--- src/rtl/fsa_pkg.sv ---
// Shared types and constants for the segment allocator.
// Used by fsa_cell, fit_strategy_segment_allocator_core and the testbench files; no dependencies.
`timescale 1ns / 1ps
`default_nettype none
package fsa_pkg;

	localparam int MAX_SEGMENTS_DEF = 64;
	localparam int OFF_W  = 16;
	localparam int SIZE_W = 17;
	localparam logic [SIZE_W-1:0] POOL_MAX = 17'h10000;

	// fit strategies
	localparam logic [1:0] FIT_FIRST = 2'd0;
	localparam logic [1:0] FIT_BEST  = 2'd1;
	localparam logic [1:0] FIT_WORST = 2'd2;
	localparam logic [1:0] FIT_NEXT  = 2'd3;

	// request modes
	localparam logic [1:0] MODE_ALLOC = 2'd0;
	localparam logic [1:0] MODE_FREE  = 2'd1;
	localparam logic [1:0] MODE_QUERY = 2'd2;

	// result status codes
	localparam logic [2:0] ST_OK       = 3'd0;
	localparam logic [2:0] ST_NOFIT    = 3'd1;
	localparam logic [2:0] ST_NOTFOUND = 3'd2;
	localparam logic [2:0] ST_FULL     = 3'd3;
	localparam logic [2:0] ST_BAD      = 3'd4;

	// register indexes
	localparam logic CFG_FIT  = 1'b0;
	localparam logic CFG_POOL = 1'b1;

	typedef struct packed {
		logic [OFF_W-1:0]  off;
		logic [SIZE_W-1:0] size;
		logic              used;
	} seg_t;

	// commands broadcast along the row of cells
	typedef enum logic [2:0] {
		OP_HOLD  = 3'd0,
		OP_ROT   = 3'd1,
		OP_WR    = 3'd2,
		OP_INS   = 3'd3,
		OP_MERGE = 3'd4,
		OP_INIT  = 3'd5
	} op_t;

	typedef struct packed {
		op_t  op;
		seg_t data;
	} cmd_t;

endpackage
`default_nettype wire

--- src/rtl/fsa_cell.sv ---
// One table entry of the segment allocator: holds a segment and moves it
// to or from its neighbors on broadcast commands. Depends on fsa_pkg.
`timescale 1ns / 1ps
`default_nettype none
module fsa_cell #(
	parameter int MAX_SEGMENTS = fsa_pkg::MAX_SEGMENTS_DEF,
	parameter int CELL_IDX = 0
) (
	input  wire logic                            clk,
	input  wire logic                            arst_n,
	input  wire fsa_pkg::cmd_t                   cmd,
	input  wire logic [$clog2(MAX_SEGMENTS)-1:0] idx,
	input  wire fsa_pkg::seg_t                   left,
	input  wire fsa_pkg::seg_t                   right,
	output fsa_pkg::seg_t                        seg_q
);
	import fsa_pkg::*;

	localparam int IW = $clog2(MAX_SEGMENTS);
	localparam logic [IW:0] ME = (IW+1)'(CELL_IDX);
	localparam bit IS_FIRST = (CELL_IDX == 0);
	localparam bit IS_LAST  = (CELL_IDX == MAX_SEGMENTS - 1);
	// entry zero starts as one free segment covering the whole pool
	localparam seg_t RST_SEG = '{off: '0, size: IS_FIRST ? POOL_MAX : '0, used: 1'b0};

	logic [IW:0] idx_w;
	assign idx_w = {1'b0, idx};

	// entry update
	always_ff @(posedge clk or negedge arst_n) begin
		if (!arst_n) begin
			seg_q <= RST_SEG;
		end else begin
			case (cmd.op)
				OP_ROT: seg_q <= right;
				OP_WR: begin
					if (ME == idx_w) seg_q <= cmd.data;
				end
				OP_INS: begin
					if (ME == idx_w) seg_q <= cmd.data;
					else if (ME > idx_w) seg_q <= left;
				end
				OP_MERGE: begin
					// absorb into idx-1, close the gap above
					if (ME + 1'b1 == idx_w) seg_q <= cmd.data;
					else if (ME >= idx_w) seg_q <= IS_LAST ? '0 : right;
				end
				OP_INIT: seg_q <= IS_FIRST ? cmd.data : '0;
				default: seg_q <= seg_q;
			endcase
		end
	end

endmodule
`default_nettype wire

--- config.mk ---
export PLATFORM = sky130hd
export DESIGN_NAME = fsa_cell
export DESIGN_NICKNAME = d
export VERILOG_FILES = /design/src/rtl/fsa_pkg.sv /design/src/rtl/fsa_cell.sv
export SDC_FILE = /design/constraint.sdc
export NUM_CORES = 1
export LEC_CHECK = 0
export BUFFER_PORTS_ARGS = -buffer_cell sky130_fd_sc_hd__buf_2
export CAP_MARGIN = 10
export CORE_MARGIN = 2
export CORE_UTILIZATION = 45
export CTS_CLUSTER_SIZE = 30
export DETAILED_ROUTE_END_ITERATION = 6
export PLACE_DENSITY = 0.75
export SETUP_SLACK_MARGIN = 0.15
export SLEW_MARGIN = 20
export SYNTH_ARGS = -nofsm -noshare
export SYNTH_HDL_FRONTEND = slang
export SYNTH_SLANG_ARGS = --single-unit
--- constraint.sdc ---
create_clock -name clk -period 1 [get_ports clk]
set_input_delay 0.05 -clock clk [delete_from_list [all_inputs] [get_ports clk]]
set_output_delay 0.05 -clock clk [all_outputs]
set_load 0.01 [all_outputs]
==> impl_metrics.env <==
export IMPL_viasPerCell=7.104
export IMPL_cts_root_buf="clkbuf_8"
export IMPL_wl_per_cell_um=22.26
export IMPL_largest_register="seg_q"
export IMPL_coreArea_mm2=0.009240
export IMPL_p_seq_share_pct=32.3
export IMPL_r2r_slack_ns=0.10
export IMPL_criticalPathCategory="in -> reg"
export IMPL_hold_viol_final=0
export IMPL_synth_edff_count=0
export IMPL_clkSlewWorstSetupHoldPaths_ns=0.08
export IMPL_fp_row_count=35
export IMPL_grt_max_degree=37
export IMPL_fp_dieH_um=101.4
export IMPL_grt_usage_pct=34.89
export IMPL_peakVddDrop_uv=514.2
export IMPL_dieArea_mm2=0.01028
export IMPL_finalSetupTns_ns=-5.640
export IMPL_ys_types=36
export IMPL_setup_viol=34
export IMPL_clock_path_buffers=2
export IMPL_slew_headroom_pct=72.06
export IMPL_cts_tree="yes"
export IMPL_drv_cap=0
export IMPL_yosys_area_top_type_share_pct=19.35
export IMPL_htreeDepth=2
export IMPL_yosys_warnings=0
export IMPL_ys_top_cells_by_area="dfrtp_1 19%, a31oi_1 9.7%, o211a_1 8.0%"
export IMPL_overflow=0
export IMPL_cp_required_ns=1.21
export IMPL_ys_ff_latch=34
export IMPL_synthFlopType="dfrtp_1"
export IMPL_p_leak_uw=0.002958
export IMPL_drt_iter0_markers=588
export IMPL_die_w_um=101.4
export IMPL_nets=812
export IMPL_via_count=5882
export IMPL_grt_first_pass_wirelength_mm=28.78
export IMPL_min_path_type="in -> reg"
export IMPL_grt_pass1_vias=5838
export IMPL_initial_core_util_pct=46.17
export IMPL_syn_to_final_growth_pct=51.76
export IMPL_dp_hpwl_mm=11.51
export IMPL_reg_top3="seg_q x34"
export IMPL_syn_area_mm2=0.004267
export IMPL_numCtsBuffers=5
export IMPL_gp_congestion=0.9230
export IMPL_finalCriticalPeriod_ns=1.204
export IMPL_yosysMostFrequentCell="a31oi_1"
export IMPL_internal_power_uw=3443
export IMPL_skew_ns=0
export IMPL_violations="setup timing"
export IMPL_postSynthCellCount=506
export IMPL_n_antenna_cell=0
export IMPL_cts_sinks=34
export IMPL_p_clk_share_pct=19.5
export IMPL_synthesis_nets=619
export IMPL_ys_top_cells_by_count="66 x a31oi_1, 44 x clkbuf_1, 35 x nand2_1"
export IMPL_power_density_mw_per_mm2=846.8
export IMPL_period_share_pct=120.4
export IMPL_worst_ep_arrival_time_ns=1.41
export IMPL_postSynthAreaPerCell_um2=8.432
export IMPL_maxSlewViolCount=0
export IMPL_largest_reg_flops=34
export IMPL_rsz0062_at_grt="true"
export IMPL_fmax_mhz=830.4
export IMPL_pwr_share_comb_pct=48.1
export IMPL_worst_slew_pin_slew_ns=0.4134
export IMPL_outcome="finished, violations left"
export IMPL_antenna_found_initial=0
export IMPL_wirelength_mm=18.43
export IMPL_drc=0
export IMPL_pin_count=147
export IMPL_ant_nets=0
export IMPL_synthArstFlopShare_pct=100.0
export IMPL_portBuffers=146
export IMPL_synth_top_cell_by_area="dfrtp_1"
export IMPL_postLayoutCoreUtil_pct=70.07
export IMPL_worstPathMaxFanout=34
export IMPL_first_pass_iters=5
export IMPL_cp_start_kind="primary input"
export IMPL_drive_gt1_share_pct=48.50
export IMPL_swShare_pct=37.21
export IMPL_finalWorstSetupSlack_ns=-0.2042
export IMPL_p_sw_uw=2040
export IMPL_crit_path_end_kind="flop"
export IMPL_ys_seq_area_share_pct=19.97
export IMPL_clock_latency_ns=0.30
==> power groups by stage <==
stage	clock [µW]	combinational [µW]	sequential, µW
after floorplan	0	960	1870
after global placement	0	2110	1770
after detailed placement	0	2180	1770
after CTS	1070	2450	1750
after global routing	1130	2810	1800
final	1070	2640	1770
==> through the flow <==
step / setup slack, ns / hold WS [ns] / power [µW] / instance area [µm²] / cells
3_3_place_gp: -0.5108 / 0.03579 / 3880 / 5705 / 801
5_1_grt: -0.2570 / 0.07788 / 5738 / 6475 / 828
4_1_cts: -0.1827 / 0.07136 / 5279 / 6299 / 825
3_5_place_dp: -0.5803 / 0.03381 / 3951 / 5705 / 801
2_1_floorplan: -0.3243 / -0.2456 / 2830 / 4282 / 506
6_report: -0.2042 / 0.06769 / 5483 / 6475 / 828
==> path summary, 6_finish.rpt <==
kind	startpoint	depth (start not counted)	endpoint
max	cmd[34]	7	seg_q[1]$_DFFE_PN0P_
min	left[9]	3	seg_q[9]$_DFFE_PN0P_
max reg2reg	seg_q[25]$_DFFE_PN0P_	3	seg_q[25]$_DFFE_PN0P_
min reg2reg	seg_q[9]$_DFFE_PN0P_	2	seg_q[9]$_DFFE_PN0P_
max in group asynchronous	arst_n	3	seg_q[17]$_DFFE_PN1P_
min in group asynchronous	arst_n	3	seg_q[11]$_DFFE_PN0P_
==> repair_timing <==
action                                  4_1_cts  5_1_grt
gates cloned                                  5        2
endpoints found under the setup margin       68       68
pin swaps                                    10        8
buffers inserted                             11        1
hold buffers                                  1        0
hold endpoints to repair                     34        0
gates resized for setup                      90       21
==> critical path, stage by stage <==
cell	delay, ns
buf_2	0.16
buf_6	0.20
and3b_2	0.29
buf_12	0.20
and4_1	0.24
a31oi_1	0.05
a31oi_1	0.21
==> layout by cell type, fill, tap and decap left out, drive strengths merged, types with 3 or more instances in the layout <==
master | Yosys | layout
a2111oi | 33 | 33
a211oi | 33 | 33
a31oi | 66 | 66
and3 | 33 | 33
and4 | 33 | 33
and4b | 33 | 33
and4bb | 12 | 12
buf | 39 | 264
clkbuf | 44 | 8
dfrtp | 33 | 33
nand2 | 36 | 36
nand4 | 33 | 33
nor2 | 3 | 3
nor4bb | 21 | 21
o211a | 34 | 34
==> routing by layer <==
layer / routed length [µm] / global-route usage (%) / up-vias
met4: 624 / 18.19 / 0
met5: 0 / 0 / -
met2: 8714 / 56.95 / 493
met3: 1966 / 6.556 / 74
met1: 7126 / 43.78 / 2774
li1: - / - / 2541
==> layout make-up <==
class                           instances  area [µm²]
Clock buffer                            6       72.57
Timing Repair Buffer                  269        2092
Sequential cell                        34       852.1
Multi-Input combinational cell        386        3278
Fill cell                             686        2765
Inverter                                3       11.26
Tap cell                              129       161.4
Clock inverter                          1       7.507
==> cells by family (layout without fill, tap and decap cells) <==
group	Yosys count	in the layout	share of synthesized area, %
AO/OA/AOI/OAI	172	172	31.64
multiplexers	1	1	0.2346
flip-flops	34	34	19.97
AND/OR/NAND/NOR	213	213	38.04
buffers and inverters	86	279	10.12
Note: power is estimated with default switching activity, not from simulation.
